### src/rtl/esuc_pkg.sv
`timescale 1ns / 1ps
// Shared types, constants and microcode program for the epoch seconds to UTC calendar block.
// No dependencies; used by esuc_core and epoch_seconds_to_utc_calendar.
package esuc_pkg;

    localparam int unsigned ACC_W  = 33;
    localparam int unsigned QUO_W  = 16;
    localparam int unsigned CNT_W  = 4;
    localparam int unsigned PC_W   = 4;
    localparam int unsigned DIV_W  = 17;
    localparam int unsigned TDATA_IN_W  = 32;
    localparam int unsigned TDATA_OUT_W = 48;

    // 25202 days from 1901-01-01 to 1970-01-01, in seconds
    localparam logic [ACC_W-1:0] EPOCH_BIAS = 33'd2177452800;
    // 1901-01-01 was a Tuesday
    localparam logic [ACC_W-1:0] WEEK_BIAS  = 33'd2;
    localparam logic [10:0]      DAYS_COMMON_YEAR = 11'd365;
    localparam logic [3:0]       MONTH_DEC = 4'd11;

    typedef enum logic [3:0] {
        OP_IDLE       = 4'd0,
        OP_REDUCE     = 4'd1,
        OP_SPLIT_DAY  = 4'd2,
        OP_PUT_WDAY   = 4'd3,
        OP_PUT_HOUR   = 4'd4,
        OP_PUT_MIN    = 4'd5,
        OP_PUT_CYCLE  = 4'd6,
        OP_YEAR_STEP  = 4'd7,
        OP_PUT_YDAY   = 4'd8,
        OP_MONTH_STEP = 4'd9,
        OP_FINISH     = 4'd10
    } esuc_op_t;

    typedef enum logic [2:0] {
        DIV_DAY   = 3'd0,
        DIV_WEEK  = 3'd1,
        DIV_HOUR  = 3'd2,
        DIV_MIN   = 3'd3,
        DIV_CYCLE = 3'd4
    } esuc_csel_t;

    typedef struct packed {
        esuc_op_t         op;
        esuc_csel_t       csel;
        logic [CNT_W-1:0] cnt;
        logic [PC_W-1:0]  target;
    } esuc_ctl_t;

    typedef struct packed {
        logic start;
        logic take;
    } esuc_cmd_t;

    typedef struct packed {
        logic idle;
        logic done;
    } esuc_stat_t;

    typedef struct packed {
        logic [8:0] day_of_year;
        logic [2:0] weekday;
        logic [7:0] years_since_1900;
        logic [3:0] month_index;
        logic [4:0] day_of_month;
        logic [4:0] hour_of_day;
        logic [5:0] minute_of_hour;
        logic [5:0] second_of_minute;
    } esuc_res_t;

    function automatic logic [DIV_W-1:0] divisor(input esuc_csel_t sel);
        logic [DIV_W-1:0] d;
        case (sel)
            DIV_DAY:   d = 17'd86400;
            DIV_WEEK:  d = 17'd7;
            DIV_HOUR:  d = 17'd3600;
            DIV_MIN:   d = 17'd60;
            DIV_CYCLE: d = 17'd1461;
            default:   d = 17'd1;
        endcase
        return d;
    endfunction

    function automatic logic [4:0] month_len(input logic [3:0] mon, input logic leap);
        logic [4:0] len;
        case (mon)
            4'd0:    len = 5'd31;
            4'd1:    len = leap ? 5'd29 : 5'd28;
            4'd2:    len = 5'd31;
            4'd3:    len = 5'd30;
            4'd4:    len = 5'd31;
            4'd5:    len = 5'd30;
            4'd6:    len = 5'd31;
            4'd7:    len = 5'd31;
            4'd8:    len = 5'd30;
            4'd9:    len = 5'd31;
            4'd10:   len = 5'd30;
            default: len = 5'd31;
        endcase
        return len;
    endfunction

    // Program: {op, divisor, shift start, jump target}
    function automatic esuc_ctl_t ucode(input logic [PC_W-1:0] pc);
        esuc_ctl_t c;
        case (pc)
            4'd0:    c = '{OP_IDLE,       DIV_DAY,   4'd15, 4'd1};
            4'd1:    c = '{OP_REDUCE,     DIV_DAY,   4'd0,  4'd1};
            4'd2:    c = '{OP_SPLIT_DAY,  DIV_DAY,   4'd12, 4'd0};
            4'd3:    c = '{OP_REDUCE,     DIV_WEEK,  4'd0,  4'd3};
            4'd4:    c = '{OP_PUT_WDAY,   DIV_DAY,   4'd4,  4'd0};
            4'd5:    c = '{OP_REDUCE,     DIV_HOUR,  4'd0,  4'd5};
            4'd6:    c = '{OP_PUT_HOUR,   DIV_DAY,   4'd5,  4'd0};
            4'd7:    c = '{OP_REDUCE,     DIV_MIN,   4'd0,  4'd7};
            4'd8:    c = '{OP_PUT_MIN,    DIV_DAY,   4'd5,  4'd0};
            4'd9:    c = '{OP_REDUCE,     DIV_CYCLE, 4'd0,  4'd9};
            4'd10:   c = '{OP_PUT_CYCLE,  DIV_DAY,   4'd0,  4'd0};
            4'd11:   c = '{OP_YEAR_STEP,  DIV_DAY,   4'd0,  4'd11};
            4'd12:   c = '{OP_PUT_YDAY,   DIV_DAY,   4'd0,  4'd0};
            4'd13:   c = '{OP_MONTH_STEP, DIV_DAY,   4'd0,  4'd13};
            4'd14:   c = '{OP_FINISH,     DIV_DAY,   4'd0,  4'd0};
            default: c = '{OP_IDLE,       DIV_DAY,   4'd15, 4'd1};
        endcase
        return c;
    endfunction

endpackage

### src/rtl/esuc_core.sv
`timescale 1ns / 1ps
// Microcoded sequencer and datapath: shift-subtract reduction, year and month walks.
// Depends on esuc_pkg for the program table, control word and result types.
module esuc_core
(
    input  logic                  clk,
    input  logic                  rst_n,
    input  esuc_pkg::esuc_cmd_t   cmd,
    input  logic [31:0]           seconds,
    output esuc_pkg::esuc_stat_t  stat,
    output esuc_pkg::esuc_res_t   res
);

    logic [esuc_pkg::PC_W-1:0]  pc_reg,   pc_next;
    logic [esuc_pkg::CNT_W-1:0] cnt_reg,  cnt_next;
    logic [esuc_pkg::ACC_W-1:0] acc_reg,  acc_next;
    logic [esuc_pkg::QUO_W-1:0] quo_reg,  quo_next;
    logic [15:0]                dnum_reg, dnum_next;
    logic [16:0]                secs_reg, secs_next;
    esuc_pkg::esuc_res_t        res_reg,  res_next;

    esuc_pkg::esuc_ctl_t        ctl;
    logic [esuc_pkg::ACC_W-1:0] shifted;
    logic                       ge;
    logic                       leap;
    logic [4:0]                 mlen;

    always_comb
    begin
        ctl     = esuc_pkg::ucode(pc_reg);
        shifted = esuc_pkg::ACC_W'(esuc_pkg::divisor(ctl.csel)) << cnt_reg;
        ge      = acc_reg >= shifted;
        leap    = res_reg.years_since_1900[1:0] == 2'd0;
        mlen    = esuc_pkg::month_len(res_reg.month_index, leap);

        pc_next   = pc_reg;
        cnt_next  = cnt_reg;
        acc_next  = acc_reg;
        quo_next  = quo_reg;
        dnum_next = dnum_reg;
        secs_next = secs_reg;
        res_next  = res_reg;

        case (ctl.op)
            esuc_pkg::OP_IDLE:
            begin
                if (cmd.start)
                begin
                    acc_next = {seconds[31], seconds} + esuc_pkg::EPOCH_BIAS;
                    quo_next = '0;
                    cnt_next = ctl.cnt;
                    pc_next  = ctl.target;
                end
            end
            esuc_pkg::OP_REDUCE:
            begin
                if (ge)
                begin
                    acc_next = acc_reg - shifted;
                end
                quo_next = {quo_reg[esuc_pkg::QUO_W-2:0], ge};
                cnt_next = cnt_reg - 4'd1;
                pc_next  = (cnt_reg != '0) ? ctl.target : pc_reg + 4'd1;
            end
            esuc_pkg::OP_SPLIT_DAY:
            begin
                dnum_next = quo_reg;
                secs_next = acc_reg[16:0];
                acc_next  = esuc_pkg::ACC_W'(quo_reg) + esuc_pkg::WEEK_BIAS;
                quo_next  = '0;
                cnt_next  = ctl.cnt;
                pc_next   = pc_reg + 4'd1;
            end
            esuc_pkg::OP_PUT_WDAY:
            begin
                res_next.weekday = acc_reg[2:0];
                acc_next = esuc_pkg::ACC_W'(secs_reg);
                quo_next = '0;
                cnt_next = ctl.cnt;
                pc_next  = pc_reg + 4'd1;
            end
            esuc_pkg::OP_PUT_HOUR:
            begin
                res_next.hour_of_day = quo_reg[4:0];
                quo_next = '0;
                cnt_next = ctl.cnt;
                pc_next  = pc_reg + 4'd1;
            end
            esuc_pkg::OP_PUT_MIN:
            begin
                res_next.minute_of_hour   = quo_reg[5:0];
                res_next.second_of_minute = acc_reg[5:0];
                acc_next = esuc_pkg::ACC_W'(dnum_reg);
                quo_next = '0;
                cnt_next = ctl.cnt;
                pc_next  = pc_reg + 4'd1;
            end
            esuc_pkg::OP_PUT_CYCLE:
            begin
                // four-year cycles start at 1901
                res_next.years_since_1900 = {quo_reg[5:0], 2'b01};
                pc_next = pc_reg + 4'd1;
            end
            esuc_pkg::OP_YEAR_STEP:
            begin
                if (acc_reg[10:0] >= esuc_pkg::DAYS_COMMON_YEAR && !leap)
                begin
                    acc_next = acc_reg - esuc_pkg::ACC_W'(esuc_pkg::DAYS_COMMON_YEAR);
                    res_next.years_since_1900 = res_reg.years_since_1900 + 8'd1;
                    pc_next  = ctl.target;
                end
                else
                begin
                    pc_next = pc_reg + 4'd1;
                end
            end
            esuc_pkg::OP_PUT_YDAY:
            begin
                res_next.day_of_year = acc_reg[8:0];
                res_next.month_index = '0;
                pc_next = pc_reg + 4'd1;
            end
            esuc_pkg::OP_MONTH_STEP:
            begin
                if (acc_reg[8:0] >= 9'(mlen) && res_reg.month_index != esuc_pkg::MONTH_DEC)
                begin
                    acc_next = acc_reg - esuc_pkg::ACC_W'(mlen);
                    res_next.month_index = res_reg.month_index + 4'd1;
                    pc_next  = ctl.target;
                end
                else
                begin
                    res_next.day_of_month = acc_reg[4:0] + 5'd1;
                    pc_next = pc_reg + 4'd1;
                end
            end
            esuc_pkg::OP_FINISH:
            begin
                if (cmd.take)
                begin
                    pc_next = ctl.target;
                end
            end
            default:
            begin
                pc_next = '0;
            end
        endcase
    end

    always_ff @(posedge clk or negedge rst_n)
    begin
        if (!rst_n)
        begin
            pc_reg  <= '0;
            cnt_reg <= '0;
        end
        else
        begin
            pc_reg  <= pc_next;
            cnt_reg <= cnt_next;
        end
    end

    always_ff @(posedge clk)
    begin
        acc_reg  <= acc_next;
        quo_reg  <= quo_next;
        dnum_reg <= dnum_next;
        secs_reg <= secs_next;
        res_reg  <= res_next;
    end

    assign stat.idle = ctl.op == esuc_pkg::OP_IDLE;
    assign stat.done = ctl.op == esuc_pkg::OP_FINISH;
    assign res       = res_reg;

endmodule

### src/rtl/epoch_seconds_to_utc_calendar.sv
`timescale 1ns / 1ps
// Top level: stream ports, output register, one esuc_core sequencer.
// Depends on esuc_pkg and esuc_core.
// Timing: the year walk (1 to 4 steps) and the month walk (1 to 12 steps) of the microcode
// program make the time from input acceptance to m_tvalid depend on the input.
// One item at a time: s_tready stays low until the single shift-subtract datapath has passed
// its result to the output register; 16 of its steps go to the division by 86400.
// Reset: rst_n clears the program counter, the step counter and m_tvalid; the block is idle and ready after reset.
module epoch_seconds_to_utc_calendar
(
    input  logic        clk,
    input  logic        rst_n,
    input  logic        s_tvalid,
    output logic        s_tready,
    input  logic [31:0] s_tdata,  // [31:0] epoch_seconds
    output logic        m_tvalid,
    input  logic        m_tready,
    // [5:0] second_of_minute, [11:6] minute_of_hour, [16:12] hour_of_day,
    // [21:17] day_of_month, [25:22] month_index, [33:26] years_since_1900,
    // [36:34] weekday, [45:37] day_of_year, [47:46] zero
    output logic [47:0] m_tdata
);

    esuc_pkg::esuc_cmd_t  cmd;
    esuc_pkg::esuc_stat_t stat;
    esuc_pkg::esuc_res_t  res;

    logic                                m_tvalid_reg, m_tvalid_next;
    logic [esuc_pkg::TDATA_OUT_W-1:0]    m_tdata_reg,  m_tdata_next;

    assign s_tready  = stat.idle;
    assign cmd.start = s_tvalid && stat.idle;
    assign cmd.take  = !m_tvalid_reg || m_tready;

    esuc_core u_core
    (
        .clk     (clk),
        .rst_n   (rst_n),
        .cmd     (cmd),
        .seconds (s_tdata),
        .stat    (stat),
        .res     (res)
    );

    always_comb
    begin
        m_tvalid_next = m_tvalid_reg;
        m_tdata_next  = m_tdata_reg;
        if (stat.done && cmd.take)
        begin
            m_tvalid_next = 1'b1;
            m_tdata_next  = {2'b00, res};
        end
        else if (m_tready)
        begin
            m_tvalid_next = 1'b0;
        end
    end

    always_ff @(posedge clk or negedge rst_n)
    begin
        if (!rst_n)
        begin
            m_tvalid_reg <= 1'b0;
        end
        else
        begin
            m_tvalid_reg <= m_tvalid_next;
        end
    end

    always_ff @(posedge clk)
    begin
        m_tdata_reg <= m_tdata_next;
    end

    assign m_tvalid = m_tvalid_reg;
    assign m_tdata  = m_tdata_reg;

endmodule

### config.mk
export PLATFORM = sky130hd
export DESIGN_NAME = epoch_seconds_to_utc_calendar
export DESIGN_NICKNAME = d
export VERILOG_FILES = /design/src/rtl/esuc_pkg.sv /design/src/rtl/esuc_core.sv /design/src/rtl/epoch_seconds_to_utc_calendar.sv
export SDC_FILE = /design/constraint.sdc
export NUM_CORES = 1
export LEC_CHECK = 0
export CORE_MARGIN = 2
export CORE_UTILIZATION = 30
export CTS_CLUSTER_DIAMETER = 100
export DETAILED_ROUTE_END_ITERATION = 12
export DONT_BUFFER_PORTS = 1
export PLACE_DENSITY = 0.54
export SLEW_MARGIN = 10
export SYNTH_ARGS = -nofsm -noshare
export SYNTH_HDL_FRONTEND = slang
export SYNTH_SLANG_ARGS = --single-unit
### constraint.sdc
create_clock -name clk -period 5.3 [get_ports clk]
set_clock_uncertainty 0.05 [all_clocks]
set_input_delay 0.795 -clock clk [delete_from_list [all_inputs] [get_ports clk]]
set_output_delay 0.795 -clock clk [all_outputs]
set_load 0.01 [all_outputs]
==> flow_summary.json <==
{
  "run_status": "finished, final reports clean",
  "routed_wl_um": 33000,
  "crit_family": "compound AO/OA/AOI/OAI gates",
  "cts_buffers": 17,
  "ioPinCount": 86,
  "rows": 72,
  "power_mw": 9.91,
  "cts_tree": "yes",
  "cp_num_cells": 19,
  "slew_headroom_pct": 16.3,
  "worst_slack_ns": 0.330,
  "coreArea_um2": 38600,
  "wl_per_cell_um": 19.5,
  "routed_via_density": 5.41,
  "fin_crit_ns": 4.97,
  "dp_hpwl_um": 24500,
  "clock-sinks": 183,
  "vdd_drop_max_mv": 0.395,
  "ys_async_sr_fraction_pct": 4.92,
  "grt_max_degree": 29,
  "max_freq_ghz": 0.201,
  "maxCapViolCount": 0,
  "synth-simple-area-share_pct": 15.6,
  "path_class": "reg2reg",
  "synth_compound_area_share_pct": 19.2,
  "finalHoldViolCount": 0,
  "io_buffers": 0,
  "clk_pin_slew_ns": 0.08,
  "start_kind": "flip-flop",
  "cts_setup_buffers": 0,
  "rsz0062_at_grt": "no",
  "crit_buf_inv": 2,
  "slew_violations": 0,
  "slowest_delay_ns": 0.48,
  "synth_xor_area_share_pct": 7.38,
  "clk_path_buf_depth": 2,
  "grt_pass1_wl_um": 51800,
  "cts-root-buf": "clkbuf_16",
  "synth-adder-area-share_pct": 6.72,
  "clock_latency_ns": 0.45,
  "post-place-ws_ns": -0.0477,
  "cp_data_arrival_time_ns": 5.02,
  "crit_fanout": 19,
  "drtPass1Iterations": 5,
  "dr_wl_met3_um": 1430,
  "fin_cells": 1690,
  "holdPathStages": 0,
  "diodes": 0,
  "cp.required_ns": 5.35,
  "area_growth_pct": 11.3,
  "tightestPinTransition_ns": 1.25,
  "antenna_left": 0,
  "r2r_setup_slack_ns": 0.33,
  "wl_met2_um": 15200,
  "setup_violations": 0,
  "dp.cells": 1657,
  "cp_cell_sequence": "ha_1 -> ha_1 -> nor2_1 -> a21oi_2 -> o31ai_1 -> nor2_1 -> a21oi_1 -> nand2_1 -> ha_1 -> buf_4 -> nand2_1 -> nor2_1 -> a21boi_0 -> o211ai_1 -> a21oi_2 -> o21ai_2 -> a21oi_1 -> o31a_1 -> buf_4",
  "vias": 9141,
  "synth-main-ff-cell": "edfxtp_1",
  "fin_crit_sh_pct": 93.8,
  "reg2reg_depth": 19,
  "p_per_area_nw_per_um2": 759,
  "syn_inst": 1169,
  "htree_levels": 4,
  "p_leak_nw": 4.61,
  "final_cell_mix": "edfxtp_1, nand2_1, nor2_1, o21ai_0, a21oi_1",
  "fp.dieH_um": 202,
  "fp.dieW_um": 202,
  "drt_iter0_drc": 858,
  "avgSynthCellArea_um2": 10.0,
  "cp_slowest_cell": "dfrtp_1",
  "synth_cell_type_count": 78,
  "gp_congestion": 0.926,
  "grt_pass1_vias": 8707,
  "wl_met1_um": 16100,
  "synth_top_family_by_area": "compound AO/OA/AOI/OAI gates",
  "synthMuxAreaShare_pct": 1.39,
  "grt_usage_pct": 16.3,
  "drive_above_1_share_pct": 7.94,
  "synth_edf_count": 174,
  "hold_class": "reg2reg",
  "initial_core_util_pct": 30.3,
  "antenna_found_initial": 0,
  "yosys_warnings": 0,
  "overflow": 0,
  "final_common_cell": "edfxtp_1",
  "nNetsFinal": 1256,
  "netlist_area_um2": 11700,
  "yosysSeqAreaShare_pct": 46.5,
  "synth-seq-cells": 183,
  "highest_layer": "met4",
  "die_area_um2": 40700,
  "cp-end-kind": "flip-flop",
  "drc": 0
}
## worst register-to-register path, stage by stage (launching register included)
cell and delay [ns]:
dfrtp_1 0.48, ha_1 0.26, ha_1 0.26, nor2_1 0.31
a21oi_2 0.16, o31ai_1 0.28, nor2_1 0.08, a21oi_1 0.22
nand2_1 0.10, ha_1 0.29, buf_4 0.15, nand2_1 0.09
nor2_1 0.20, a21boi_0 0.32, o211ai_1 0.19, a21oi_2 0.28
o21ai_2 0.12, a21oi_1 0.25, o31a_1 0.19, buf_4 0.34
## layer usage
| metal | global-route usage, % | vias to the layer above |
|---|---|---|
| li1 | - | 4383 |
| met1 | 23.5 | 4453 |
| met2 | 25.7 | 281 |
| met3 | 2.53 | 24 |
| met4 | 3.52 | 0 |
| met5 | 0 | - |
## repair_timing
action,4_1_cts,5_1_grt
hold buffers,1,0
gates resized for setup,2,14
endpoints found under the setup margin,1,41
pin swaps,0,0
hold endpoints to repair,9,0
## synth_stat cells (6+ instances only)
master | number | area, um^2
or3_1 | 7 | 43.8
nand3_1 | 36 | 180
dfrtp_1 | 9 | 225
a211o_1 | 8 | 70.1
nor3_1 | 28 | 140
ha_1 | 59 | 738
a221o_1 | 7 | 70.1
xnor2_1 | 52 | 455
and3_1 | 13 | 81.3
a21oi_1 | 80 | 400
a22oi_1 | 18 | 135
a21o_1 | 20 | 150
a221oi_1 | 17 | 149
o21ai_0 | 91 | 455
inv_1 | 33 | 124
edfxtp_1 | 174 | 5230
o21a_1 | 11 | 82.6
nand2_1 | 100 | 375
a211oi_1 | 6 | 45.0
nand4_1 | 15 | 93.8
nand2b_1 | 16 | 100
nor2_1 | 88 | 330
o221ai_1 | 8 | 70.1
a31oi_1 | 10 | 62.6
or2_2 | 7 | 43.8
nor4_1 | 11 | 68.8
clkbuf_1 | 45 | 169
xor2_1 | 45 | 394
mux2i_1 | 14 | 140
nor2b_1 | 17 | 106
and2_1 | 19 | 119
## final timing paths
kind / to / startpoint
worst min register to register: m_tdata[11]$_DFFE_PP_ / u_core.res[11]$_DFFE_PP_
worst min-delay path: m_tdata[11]$_DFFE_PP_ / u_core.res[11]$_DFFE_PP_
worst max register to register: u_core.acc_reg[9]$_DFFE_PP_ / u_core.pc_reg[0]$_DFFE_PN0P_
max in group asynchronous: u_core.cnt_reg[3]$_DFFE_PN0P_ / rst_n
min in group asynchronous: u_core.pc_reg[3]$_DFFE_PN0P_ / rst_n
worst max-delay path: u_core.acc_reg[9]$_DFFE_PP_ / u_core.pc_reg[0]$_DFFE_PN0P_
## area by class of cell
cell class                 count  area (um^2)
sequential                   183         5450
timing repair buffer          28          213
multi-input combinational    893         5980
clock buffer                  17          425
clock inverter                15          201
tap                          518          648
inverter                      36          139
fill                        3897        25600
## stage by stage
stage	utilization [%]	area, um^2	hold slack [ns]	TNS (ns)
4_1_cts	33.7	13000	0.372	0
6_report	33.8	13100	0.370	0
3_5_place_dp	32.0	12400	0.355	-0.0477
3_3_place_gp	32.0	12400	0.352	0
2_1_floorplan	-	11700	0.350	0
5_1_grt	33.8	13100	0.379	0
## power breakdown
group	total (mW)	internal (mW)	switching (mW)
Clock	1.33	0.685	0.644
Combinational	5.89	2.27	3.61
Sequential	2.69	2.20	0.490
## kinds of logic after synthesis
group / count (synthesis)
flops: 183
fa+ha+maj: 62
simple gates: 374
xor+xnor: 98
mux: 16
other cells: 1
compound gates: 341
buf+inv: 94
Power figures use the tool's default switching activity.
